==> src/feature_distance_ratio_unit_assert.svh <==
// Assertion helpers shared by the distance/ratio block.
// Both forms sample on clk and are held off while rst_n is low.
`ifndef FEATURE_DISTANCE_RATIO_UNIT_ASSERT_SVH
`define FEATURE_DISTANCE_RATIO_UNIT_ASSERT_SVH

// Same-cycle implication
`define FDR_ASSERT_IMP(lbl, ante, cons) \
    lbl: assert property (@(posedge clk) disable iff (!rst_n) (ante) |-> (cons)) \
        else $error("fdr assertion failed: same-cycle implication");

// Next-cycle implication
`define FDR_ASSERT_NEXT(lbl, ante, cons) \
    lbl: assert property (@(posedge clk) disable iff (!rst_n) (ante) |=> (cons)) \
        else $error("fdr assertion failed: next-cycle implication");

`endif

==> src/fdr_pkg.sv <==
`timescale 1ns / 1ps
`default_nettype none

package fdr_pkg;

    // Mode register codes
    localparam logic [1:0] MODE_SSD   = 2'd0;
    localparam logic [1:0] MODE_SAD   = 2'd1;
    localparam logic [1:0] MODE_DIST  = 2'd2;
    localparam logic [1:0] MODE_RATIO = 2'd3;

    localparam int ACC_W      = 39;
    localparam int SRC_W      = 40;
    localparam int REM_W      = 24;
    localparam int QUO_W      = 32;
    localparam int ROOT_W     = 20;
    localparam int CNT_W      = 6;
    localparam int OUT_W      = 48;

    localparam logic [CNT_W-1:0] SQRT_STEPS = CNT_W'(ROOT_W);
    localparam logic [CNT_W-1:0] DIV_STEPS  = CNT_W'(QUO_W);

    localparam logic [OUT_W-1:0] Q16_ONE = OUT_W'(65536);

    // Vector sum handed from the accumulator to the sequencer
    typedef struct packed {
        logic             fin;
        logic [ACC_W-1:0] sum;
    } acc_out_t;

    // Launch command for the shared shift/subtract unit
    typedef struct packed {
        logic             start;
        logic             is_sqrt;
        logic [SRC_W-1:0] src;
        logic [15:0]      divisor;
    } iter_cmd_t;

    // Completion status of the shared unit
    typedef struct packed {
        logic             busy;
        logic             done;
        logic [QUO_W-1:0] quo;
    } iter_stat_t;

endpackage

`default_nettype wire

==> src/fdr_accum.sv <==
`timescale 1ns / 1ps
`default_nettype none

module fdr_accum (
    input  wire logic                clk,
    input  wire logic                rst_n,
    input  wire logic                take,
    input  wire logic signed [15:0]  element_a,
    input  wire logic signed [15:0]  element_b,
    input  wire logic                last_element,
    input  wire logic [1:0]          mode,
    output fdr_pkg::acc_out_t        acc_out
);
    import fdr_pkg::*;

    logic              v1_reg;
    logic              last1_reg;
    logic [15:0]       ad1_reg;
    logic              v2_reg;
    logic              last2_reg;
    logic [31:0]       term2_reg;
    logic [ACC_W-1:0]  acc_reg;
    logic [ACC_W-1:0]  acc_next;

    logic [16:0]       diff;
    logic [16:0]       absd;
    logic [31:0]       term;
    logic [ACC_W:0]    raw_sum;
    logic [ACC_W-1:0]  sat_sum;

    // Absolute difference of the pair
    always_comb
    begin
        diff = {element_a[15], element_a} - {element_b[15], element_b};
        absd = diff[16] ? (17'd0 - diff) : diff;
    end

    // Pick the term for the current mode
    always_comb
    begin
        case (mode)
            MODE_SSD, MODE_DIST: term = {16'd0, ad1_reg} * {16'd0, ad1_reg};
            MODE_SAD:            term = {16'd0, ad1_reg};
            default:             term = 32'd0;
        endcase
    end

    // Saturating add into the running sum
    always_comb
    begin
        raw_sum  = {1'b0, acc_reg} + {8'd0, term2_reg};
        sat_sum  = raw_sum[ACC_W] ? {ACC_W{1'b1}} : raw_sum[ACC_W-1:0];
        acc_next = acc_reg;
        if (v2_reg)
        begin
            acc_next = last2_reg ? '0 : sat_sum;
        end
    end

    assign acc_out.fin = v2_reg & last2_reg;
    assign acc_out.sum = sat_sum;

    // Advance the two stages and the sum
    always_ff @(posedge clk or negedge rst_n)
    begin
        if (!rst_n)
        begin
            v1_reg    <= 1'b0;
            last1_reg <= 1'b0;
            v2_reg    <= 1'b0;
            last2_reg <= 1'b0;
            acc_reg   <= '0;
        end
        else
        begin
            v1_reg    <= take;
            last1_reg <= take & last_element;
            v2_reg    <= v1_reg;
            last2_reg <= v1_reg & last1_reg;
            acc_reg   <= acc_next;
        end
    end

    // Payload stages
    always_ff @(posedge clk)
    begin
        ad1_reg   <= absd[15:0];
        term2_reg <= term;
    end

endmodule

`default_nettype wire

==> src/fdr_iter.sv <==
`timescale 1ns / 1ps
`default_nettype none

module fdr_iter (
    input  wire logic            clk,
    input  wire logic            rst_n,
    input  wire fdr_pkg::iter_cmd_t cmd,
    output fdr_pkg::iter_stat_t  stat
);
    import fdr_pkg::*;

    logic              busy_reg;
    logic              busy_next;
    logic              done_reg;
    logic              done_next;
    logic              sqrt_reg;
    logic              sqrt_next;
    logic [CNT_W-1:0]  cnt_reg;
    logic [CNT_W-1:0]  cnt_next;
    logic [SRC_W-1:0]  src_reg;
    logic [SRC_W-1:0]  src_next;
    logic [REM_W-1:0]  rem_reg;
    logic [REM_W-1:0]  rem_next;
    logic [QUO_W-1:0]  q_reg;
    logic [QUO_W-1:0]  q_next;
    logic [15:0]       div_reg;
    logic [15:0]       div_next;

    logic [REM_W-1:0]  lhs;
    logic [REM_W-1:0]  rhs;
    logic [REM_W:0]    diff;
    logic              fits;

    // One shift/subtract step: two source bits for root, one for divide
    always_comb
    begin
        if (sqrt_reg)
        begin
            lhs = {rem_reg[REM_W-3:0], src_reg[SRC_W-1 -: 2]};
            rhs = {2'b00, q_reg[ROOT_W-1:0], 2'b01};
        end
        else
        begin
            lhs = {rem_reg[REM_W-2:0], src_reg[SRC_W-1]};
            rhs = {8'd0, div_reg};
        end
        diff = {1'b0, lhs} - {1'b0, rhs};
        fits = ~diff[REM_W];
    end

    // Step sequencing
    always_comb
    begin
        busy_next = busy_reg;
        done_next = 1'b0;
        sqrt_next = sqrt_reg;
        cnt_next  = cnt_reg;
        src_next  = src_reg;
        rem_next  = rem_reg;
        q_next    = q_reg;
        div_next  = div_reg;
        if (cmd.start)
        begin
            busy_next = 1'b1;
            sqrt_next = cmd.is_sqrt;
            cnt_next  = cmd.is_sqrt ? SQRT_STEPS : DIV_STEPS;
            src_next  = cmd.src;
            rem_next  = '0;
            q_next    = '0;
            div_next  = cmd.divisor;
        end
        else if (busy_reg)
        begin
            rem_next = fits ? diff[REM_W-1:0] : lhs;
            q_next   = {q_reg[QUO_W-2:0], fits};
            src_next = sqrt_reg ? {src_reg[SRC_W-3:0], 2'b00} : {src_reg[SRC_W-2:0], 1'b0};
            cnt_next = cnt_reg - CNT_W'(1);
            if (cnt_reg == CNT_W'(1))
            begin
                busy_next = 1'b0;
                done_next = 1'b1;
            end
        end
    end

    assign stat.busy = busy_reg;
    assign stat.done = done_reg;
    assign stat.quo  = q_reg;

    // Hold control state
    always_ff @(posedge clk or negedge rst_n)
    begin
        if (!rst_n)
        begin
            busy_reg <= 1'b0;
            done_reg <= 1'b0;
            cnt_reg  <= '0;
        end
        else
        begin
            busy_reg <= busy_next;
            done_reg <= done_next;
            cnt_reg  <= cnt_next;
        end
    end

    // Hold operands and partial results
    always_ff @(posedge clk)
    begin
        sqrt_reg <= sqrt_next;
        src_reg  <= src_next;
        rem_reg  <= rem_next;
        q_reg    <= q_next;
        div_reg  <= div_next;
    end

endmodule

`default_nettype wire

==> src/feature_distance_ratio_unit.sv <==
`timescale 1ns / 1ps
`default_nettype none
// Channel   Direction  Transaction carries
// s_axis    in         tdata {element_b, element_a}, tlast last_element
// m_axis    out        tdata value (48 b), tuser divide_by_zero
// cfg       in         cfg_data mode (2 b), always ready
//
// Element pairs are taken one per cycle until the pair marked tlast.
// After that pair tready stays low while the sum leaves the accumulator and, for
// the distance (20 root steps of the shared shift/subtract unit) and for a ratio of
// unequal values with a nonzero divisor (32 divide steps), while that unit runs,
// until the result sits in the output register. A result still waiting there holds
// the next vector's result back and keeps tready low until it is taken.
// rst_n clears mode and the running sum and sets the first-pair flag.

`include "feature_distance_ratio_unit_assert.svh"

module feature_distance_ratio_unit (
    input  wire logic        clk,
    input  wire logic        rst_n,
    input  wire logic        s_axis_tvalid,
    output logic             s_axis_tready,
    input  wire logic [31:0] s_axis_tdata,   // [15:0] element_a, [31:16] element_b
    input  wire logic        s_axis_tlast,
    output logic             m_axis_tvalid,
    input  wire logic        m_axis_tready,
    output logic [47:0]      m_axis_tdata,   // [47:0] value
    output logic             m_axis_tuser,   // [0] divide_by_zero
    input  wire logic        cfg_valid,
    output logic             cfg_ready,
    input  wire logic [1:0]  cfg_data
);
    import fdr_pkg::*;

    localparam logic [1:0] ST_RUN  = 2'd0;
    localparam logic [1:0] ST_WAIT = 2'd1;
    localparam logic [1:0] ST_CALC = 2'd2;
    localparam logic [1:0] ST_LOAD = 2'd3;

    logic [1:0]        state_reg;
    logic [1:0]        state_next;
    logic [1:0]        mode_reg;
    logic              at_first_reg;
    logic              at_first_next;
    logic signed [15:0] first_a_reg;
    logic signed [15:0] first_b_reg;
    logic              neg_reg;
    logic              neg_next;
    logic [OUT_W-1:0]  res_reg;
    logic [OUT_W-1:0]  res_next;
    logic              dz_reg;
    logic              dz_next;
    logic              out_valid_reg;
    logic              out_valid_next;
    logic [OUT_W-1:0]  out_data_reg;
    logic              out_dz_reg;
    logic              out_load;

    logic              in_take;
    acc_out_t          acc_out;
    iter_cmd_t         cmd;
    iter_stat_t        stat;

    logic signed [15:0] small_v;
    logic signed [15:0] large_v;
    logic [16:0]       abs_small;
    logic [16:0]       abs_large;
    logic [OUT_W-1:0]  quo_ext;

    assign in_take       = s_axis_tvalid & s_axis_tready;
    assign s_axis_tready = (state_reg == ST_RUN);
    assign cfg_ready     = 1'b1;
    assign m_axis_tvalid = out_valid_reg;
    assign m_axis_tdata  = out_data_reg;
    assign m_axis_tuser  = out_dz_reg;

    fdr_accum u_accum (
        .clk          (clk),
        .rst_n        (rst_n),
        .take         (in_take),
        .element_a    (s_axis_tdata[15:0]),
        .element_b    (s_axis_tdata[31:16]),
        .last_element (s_axis_tlast),
        .mode         (mode_reg),
        .acc_out      (acc_out)
    );

    fdr_iter u_iter (
        .clk  (clk),
        .rst_n(rst_n),
        .cmd  (cmd),
        .stat (stat)
    );

    // Order the first pair for the ratio
    always_comb
    begin
        if (first_a_reg < first_b_reg)
        begin
            small_v = first_a_reg;
            large_v = first_b_reg;
        end
        else
        begin
            small_v = first_b_reg;
            large_v = first_a_reg;
        end
        abs_small = small_v[15] ? (17'd0 - {1'b1, small_v}) : {1'b0, small_v};
        abs_large = large_v[15] ? (17'd0 - {1'b1, large_v}) : {1'b0, large_v};
        quo_ext   = {16'd0, stat.quo};
    end

    // Sequencer: collect, launch the shared unit, stage the result
    always_comb
    begin
        state_next    = state_reg;
        at_first_next = at_first_reg;
        neg_next      = neg_reg;
        res_next      = res_reg;
        dz_next       = dz_reg;
        out_load      = 1'b0;
        cmd.start     = 1'b0;
        cmd.is_sqrt   = 1'b0;
        cmd.src       = '0;
        cmd.divisor   = '0;
        case (state_reg)
            ST_RUN:
            begin
                if (in_take)
                begin
                    at_first_next = s_axis_tlast;
                    if (s_axis_tlast)
                    begin
                        state_next = ST_WAIT;
                    end
                end
            end
            ST_WAIT:
            begin
                if (acc_out.fin)
                begin
                    dz_next = 1'b0;
                    case (mode_reg)
                        MODE_DIST:
                        begin
                            cmd.start   = 1'b1;
                            cmd.is_sqrt = 1'b1;
                            cmd.src     = {1'b0, acc_out.sum};
                            state_next  = ST_CALC;
                        end
                        MODE_RATIO:
                        begin
                            if (first_a_reg == first_b_reg)
                            begin
                                res_next   = Q16_ONE;
                                state_next = ST_LOAD;
                            end
                            else if (large_v == 16'sd0)
                            begin
                                res_next   = '0;
                                dz_next    = 1'b1;
                                state_next = ST_LOAD;
                            end
                            else
                            begin
                                cmd.start   = 1'b1;
                                cmd.src     = {abs_small[15:0], 24'd0};
                                cmd.divisor = abs_large[15:0];
                                neg_next    = small_v[15] ^ large_v[15];
                                state_next  = ST_CALC;
                            end
                        end
                        default:
                        begin
                            res_next   = {{(OUT_W-ACC_W){1'b0}}, acc_out.sum};
                            state_next = ST_LOAD;
                        end
                    endcase
                end
            end
            ST_CALC:
            begin
                if (stat.done)
                begin
                    if (mode_reg == MODE_DIST)
                    begin
                        res_next = {{(OUT_W-ROOT_W){1'b0}}, stat.quo[ROOT_W-1:0]};
                    end
                    else
                    begin
                        res_next = neg_reg ? (OUT_W'(0) - quo_ext) : quo_ext;
                    end
                    state_next = ST_LOAD;
                end
            end
            ST_LOAD:
            begin
                if (!out_valid_reg || m_axis_tready)
                begin
                    out_load   = 1'b1;
                    state_next = ST_RUN;
                end
            end
            default:
            begin
                state_next = ST_RUN;
            end
        endcase
    end

    // Output register: load a result or drop it once taken
    always_comb
    begin
        out_valid_next = out_valid_reg;
        if (out_load)
        begin
            out_valid_next = 1'b1;
        end
        else if (m_axis_tready)
        begin
            out_valid_next = 1'b0;
        end
    end

    // Control state
    always_ff @(posedge clk or negedge rst_n)
    begin
        if (!rst_n)
        begin
            state_reg     <= ST_RUN;
            mode_reg      <= MODE_SSD;
            at_first_reg  <= 1'b1;
            first_a_reg   <= '0;
            first_b_reg   <= '0;
            out_valid_reg <= 1'b0;
        end
        else
        begin
            state_reg     <= state_next;
            at_first_reg  <= at_first_next;
            out_valid_reg <= out_valid_next;
            if (cfg_valid && cfg_ready)
            begin
                mode_reg <= cfg_data;
            end
            if (in_take && at_first_reg)
            begin
                first_a_reg <= s_axis_tdata[15:0];
                first_b_reg <= s_axis_tdata[31:16];
            end
        end
    end

    // Result payload
    always_ff @(posedge clk)
    begin
        neg_reg <= neg_next;
        res_reg <= res_next;
        dz_reg  <= dz_next;
        if (out_load)
        begin
            out_data_reg <= res_reg;
            out_dz_reg   <= dz_reg;
        end
    end

    `FDR_ASSERT_NEXT(a_last_stalls_input, in_take && s_axis_tlast, !s_axis_tready)
    `FDR_ASSERT_IMP(a_unit_busy_blocks_input, stat.busy, !s_axis_tready)
    `FDR_ASSERT_IMP(a_sum_only_while_waiting, acc_out.fin, state_reg == ST_WAIT)
    `FDR_ASSERT_IMP(a_dz_value_zero, m_axis_tvalid && m_axis_tuser, m_axis_tdata == 48'd0)

endmodule

`default_nettype wire
==> config.mk <==
export PLATFORM = sky130hd
export DESIGN_NAME = feature_distance_ratio_unit
export DESIGN_NICKNAME = d
export VERILOG_FILES = /design/src/fdr_pkg.sv /design/src/fdr_accum.sv /design/src/fdr_iter.sv /design/src/feature_distance_ratio_unit.sv
export VERILOG_INCLUDE_DIRS = /design/src /design/src/src
export SDC_FILE = /design/constraint.sdc
export NUM_CORES = 1
export LEC_CHECK = 0
export ABC_AREA = 1
export BUFFER_PORTS_ARGS = -buffer_cell sky130_fd_sc_hd__buf_2
export CAP_MARGIN = 20
export CORE_ASPECT_RATIO = 1.2
export CORE_MARGIN = 1
export CORE_UTILIZATION = 58
export CTS_CLUSTER_DIAMETER = 150
export CTS_CLUSTER_SIZE = 20
export DETAILED_ROUTE_END_ITERATION = 6
export GPL_TIMING_DRIVEN = 0
export PLACE_DENSITY = 0.78
export SYNTH_ARGS = -nofsm -noshare
export SYNTH_HDL_FRONTEND = slang
export SYNTH_SLANG_ARGS = --single-unit
==> constraint.sdc <==
create_clock -name clk -period 5.4 [get_ports clk]
set_input_delay 0.27 -clock clk [delete_from_list [all_inputs] [get_ports clk]]
set_output_delay 0.27 -clock clk [all_outputs]
set_load 0.005 [all_outputs]
# Yosys cells after proc, flatten, opt, wreduce, memory -nomap -nowiden
# Cells that the tools add are included.
# op_classes
magnitude_cmp	1
add_sub_neg	8
eq_ne	15
multipliers	1
bitwise_logic	12
reduce_logical	18
muxes	55
# op_table
operator	n
two-way mux 48 bit	6
one-hot mux 48 bit (2 select lines)	2
two-way mux 40 bit	3
two-way mux 58 bit	2
two-way mux 56 bit	2
two-way mux 16 bit	6
one-hot mux 40 bit (2 select lines)	1
two-way mux 39 bit	2
one-hot mux 32 bit (2 select lines)	1
subtractor 1 x 16 -> 16 bit (first input constant)	3
adder 39 x 32 -> 40 bit	1
subtractor 1 x 32 -> 33 bit (first input constant)	1
multiplier 16 x 16 -> 32 bit	1
subtractor 24 x 22 -> 25 bit	1
two-way mux 24 bit	1
two-way mux 23 bit	1
two-way mux 22 bit	1
two-way mux 6 bit	3
subtractor 16 x 16 -> 17 bit	1
== test 16 bit	1
logical NOT 16 bit	1
less-than comparator 16 bit	1
two-way mux 1 bit	15
AND reduction 5 bit	3
other kinds (23)	50
# word_totals
in_bits	40
reg_bits	348
word_cells	137

# Logic depth before layout (Yosys ltp)
# logic_depth
word_depth	11
depth_mapped	29
depth_no_buf	27

# Cells and area by module
# From an unflattened synthesis, not the netlist that was laid out.
# unflattened
cells_unflattened	4091
area_unflattened_um2	29557.1
# modules_own_cells
mod	seq_area_each_um2	area_each_um2	cells_per_inst	instances
fdr_accum	2037.0	14981.9	2176	1
feature_distance_ratio_unit	3444.6	7541.0	953	1
fdr_iter	3012.9	7034.2	962	1

# Worst setup path before layout
# No wires, ideal clock.
# synth_timing
kind	reg2reg
startpoint	register u_accum.ad1_reg[4]
endpoint	register u_accum.term2_reg[25]
path_buffers	2
arrival_ps	5720
setup_slack_ps	-442
stages_incl_launch_ff	26
required_ps	5278
setup_time_ps	122
period_less_slack_ps	5842
cell_sequence	dfxtp_1 -> clkbuf_1 -> clkbuf_1 -> nand2_1 -> fa_1 -> fa_1 -> inv_1 -> fa_1 -> fa_1 -> fa_1 -> inv_1 -> fa_1 -> inv_1 -> ha_1 -> nand2_1 -> nor2_1 -> nand2_1 -> o211ai_1 -> a21oi_1 -> inv_1 -> a21oi_1 -> o21ai_0 -> nand2_1 -> o211ai_1 -> o21ai_0 -> a21oi_1
# synth_between
elab_chain_len	2
# synth_lines
element	line_no	source
start: declaration	fdr_accum.sv:18	logic [15:0] ad1_reg;
start signal: assignment	fdr_accum.sv:87	ad1_reg <= absd[15:0];
multiplier 16 x 16 -> 32 bit	fdr_accum.sv:42	MODE_SSD, MODE_DIST: term = {16'd0, ad1_reg} * {16'd0, ad1_reg};
one-hot mux 32 bit (2 select lines)	fdr_accum.sv:41	case (mode)
end signal: assignment	fdr_accum.sv:88	term2_reg <= term;
end: declaration	fdr_accum.sv:21	logic [31:0] term2_reg;
# No other way between the ends.
# A chain may end at the register's enable or synchronous reset.

# Worst setup path in the final report
# layout_timing
startpoint	register u_accum.ad1_reg[6]
endpoint	register u_accum.term2_reg[28]
# The elaborated chain is that of the path after synthesis.

==> results.md <==
Placement:
- The congestion estimate from routability-driven global placement came to 0.9560.
- The detailed placement HPWL is 58,670 um.
- In this run the cell area measured after placement is 28,540 um2.
- The count of buffers added on input and output ports is 90.

CTS:
- CTS saw 332 sinks.
- CTS built an H-tree with a depth of 1.
- The maximum root-to-sink buffer count is 3.
- In this run the clock root is driven by a clkbuf_16.
- The clock-pin slew on the worst setup and hold paths is 0.08 ns.
- The clock tree from TritonCTS is done.
- In this run, CTS created clock tree buffers numbering 20.
- The later-pin clock latency in the skew report is 0.57 ns.

Synthesis:
- Yosys mapped a number of flops with a built-in enable equal to 140.
- The gate count after technology mapping is 3,423.
- The number of warnings printed during yosys synthesis is 0.
- Among all flip-flop cells after synthesis, the most frequent one is edfxtp_1.
- The top cell type's share of synthesized area is 15.58%.
- In this run the cell area of the synthesized design comes to 26,990 um2.
- The async set or reset register ratio after synthesis is 26.81%.
- The library cell with the largest summed area after synthesis is edfxtp_1.
- The proportion of synthesized chip area in sequential cells is 31.48%.
- The number of different library cells used by synthesis comes to 58.
- The number of nets handed over by synthesis was 3,824.
- After synthesis, the mean cell area works out to 7.884 um2.
- In this run, synthesis produced a sequential element count of 332.
- After synthesis, the cell types taking the most area are edfxtp_1, fa_1, nand2_1.

Layout:
- The diode insertion count for antenna repair is 0.
- The share of final-layout standard cells stronger than drive strength 1 is 12.63%.
- The area growth from synthesis to layout is 13.22%.
- The post-route cell area is 30,550 um2.
- Leaving out fill and tap cells, the most frequent cell in the layout is nand2_1.
- The library cells used most frequently in the layout, excluding fill and tap cells, are nand2_1, inv_1, nor2_1.
- The layout net count is 4,014.

Outcome:
- The final reports fail on setup timing.
- The run finished, with violations left.

Setup path:
- Along the worst path, the maximum fanout reaches 8.
- The required time of the critical path is 5.84 ns.
- The critical path in this run is classified as register to register.
- The worst setup path is captured at a register.
- The data arrival at the endpoint of the critical path is 6.33 ns.
- The nature of the critical path startpoint is a register.

STA:
- The final setup skew is 0.04023 ns.
- Static timing analysis puts the maximum clock frequency at 0.1697 GHz.
- The number of pins exceeding their max-slew limit in the final report was 0.
- The total count of hold-check failures in the final report is 0.
- The slew at the pin closest to its max-slew limit is 0.9956 ns.
- The smallest clock period supported by the final layout is computed as 5.893 ns.
- Measured against its own limit, the worst slew margin works out to 33.53%.
- After layout, the worst setup slack is -0.4928 ns.
- The worst path uses 109.1% of the clock period.
- Setup violations remaining at the end of the flow were counted as 20.
- Setup repair after global routing could not meet its margin everywhere.

Min path:
- The worst hold path class is input port to register.

Global route:
- The all-layer global routing usage is 33.18%.
- The initial antenna violation count came to 0.
- The remaining global-route overflow is 0.
- The first global-routing pass estimated 122,200 um of wire.
- Entering global routing, the biggest net connects 61 pins.
- The number of global-route vias before repair is 24,110.

Drt:
- Summing over every cut layer, the via total after detailed routing is 23,900.
- After detailed routing, the number of remaining DRC violations is 0.
- The detail route stage leaves a number of antenna-violating nets equal to 0.
- The post-detailed-route via-to-cell ratio is 5.633.
- For this block, the initial DRC count from the detailed router was 1,634.
- Dividing the detail-routed wire length by the instance count gives 18.48 um.
- For this run, the detailed router's first-pass iteration total came to 6.
- The final layout contains routed wiring with a total length of 78,410 um.

Floorplanning:
- The cell row count is 86.
- The initial core utilization is 58.74%.
- The floorplan step defined a die boundary enclosing 47,400 um2.
- During I/O placement, the number of pins put on the boundary was 92.
- The floorplan step set the die height to 238.3 um.
- In this run the standard cell core region covers 45,950 um2.
- The overall die width is 198.9 um.

Flow run:
- The max capacitance violation total is 0.
==> cells in the mapped netlist (3+ instances only) <==
cell type	number
dfxtp_1	103
a211oi_1	5
xor2_1	76
o21ai_1	25
o21ai_0	252
a21oi_1	186
o31ai_1	3
nand2_4	3
o21ai_2	32
ha_1	194
edfxtp_1	140
o22ai_1	55
a31oi_1	23
inv_1	600
o211ai_1	21
o21a_1	9
nand3_2	3
and2_1	3
buf_1	5
xnor2_1	33
or2_2	27
buf_6	5
buf_2	18
nand3_1	137
clkbuf_1	85
inv_2	4
nand2_1	722
nand4_1	18
mux2i_1	21
nor4_1	10
buf_4	10
nand2_2	6
nor2_1	253
a21o_1	11
nor3_1	34
dfrtp_1	88
fa_1	167
o32ai_1	5
o21bai_1	9
==> critical path, cell delays in order, from the launching register on <==
cell and delay, ns:
dfxtp_2 0.34, clkbuf_8 0.15, clkbuf_16 0.16, nand2_2 0.09, fa_1 0.59, inv_1 0.08
fa_1 0.57, fa_1 0.43, fa_1 0.47, fa_1 0.55, inv_1 0.05, fa_1 0.54
inv_1 0.08, ha_4 0.29, a21oi_2 0.19, inv_1 0.09, a31oi_1 0.16, inv_1 0.16
o21ai_1 0.18, o211ai_1 0.13, a41oi_2 0.23, xor2_1 0.17, nor2_1 0.07
==> kinds of logic after synthesis <==
group                    share of synthesized area [%]
buffers and inverters                            10.66
AO/OA/AOI/OAI                                    13.46
multiplexers                                    0.8206
AND/OR/NAND/NOR                                  18.65
flip-flops                                       31.48
adder cells (fa/ha/maj)                          21.38
other                                          0.01390
XOR/XNOR                                         3.538
==> worst paths after layout <==
path	from	endpoint	slack, ns	cells past startpoint
max in group asynchronous	rst_n	at_first_reg	4.48	3
setup reg to reg	u_accum.ad1_reg[6]	u_accum.term2_reg[28]	-0.49	22
setup / recovery	u_accum.ad1_reg[6]	u_accum.term2_reg[28]	-0.49	22
hold / removal	s_axis_tlast	u_accum.last1_reg	0.01	3
min in group asynchronous	rst_n	first_b_reg[15]	0.22	2
hold reg to reg	u_accum.v1_reg	u_accum.v2_reg	0.36	0
==> cell type report <==
| class | count | area [um2] |
|---|---|---|
| Buffer | 120 | 982.2 |
| Inverter | 606 | 2277 |
| Tap cell | 616 | 770.7 |
| Clock inverter | 2 | 25.02 |
| Multi-Input combinational cell | 2360 | 16230 |
| Clock buffer | 34 | 553.0 |
| Timing Repair Buffer | 173 | 1197 |
| Sequential cell | 332 | 8522 |
| Fill cell | 3759 | 15390 |
==> timing repair <==
item / 4_1_cts / 5_1_grt
setup buffers: 62 / 15
resized for setup: 145 / 59
endpoints found under the hold margin: 33 / 0
pin swaps: 73 / 36
endpoints found under the setup margin: 22 / 33
hold buffers: 9 / 0
==> through the flow <==
step / setup TNS, ns / setup WS, ns / hold WS (ns) / std cells / utilization (%)
2_1_floorplan: -0.02456 / -0.02456 / -0.02559 / 3423 / -
3_3_place_gp: -11.37 / -0.8251 / 0.3592 / 4129 / 61.97
3_5_place_dp: -11.66 / -0.8526 / 0.2432 / 4131 / 62.11
4_1_cts: -1.854 / -0.2380 / 0.002808 / 4233 / 65.92
5_1_grt: -9.263 / -0.7081 / 0.01714 / 4243 / 66.50
6_report: -6.368 / -0.4928 / 0.01483 / 4243 / 66.50
==> routing by layer <==
layer / global-route usage, % / up-vias / share of wire (%)
met5: 0 / - / 0
met4: 25.01 / 0 / 8.5
met3: 3.703 / 365 / 6.2
met2: 58.22 / 1002 / 49
met1: 36.75 / 11140 / 37
li1: - / 11390 / -
Power is left out: the tool's default activity adds up to more than one toggle a clock period on the data nets, which glitch-free logic cannot reach.
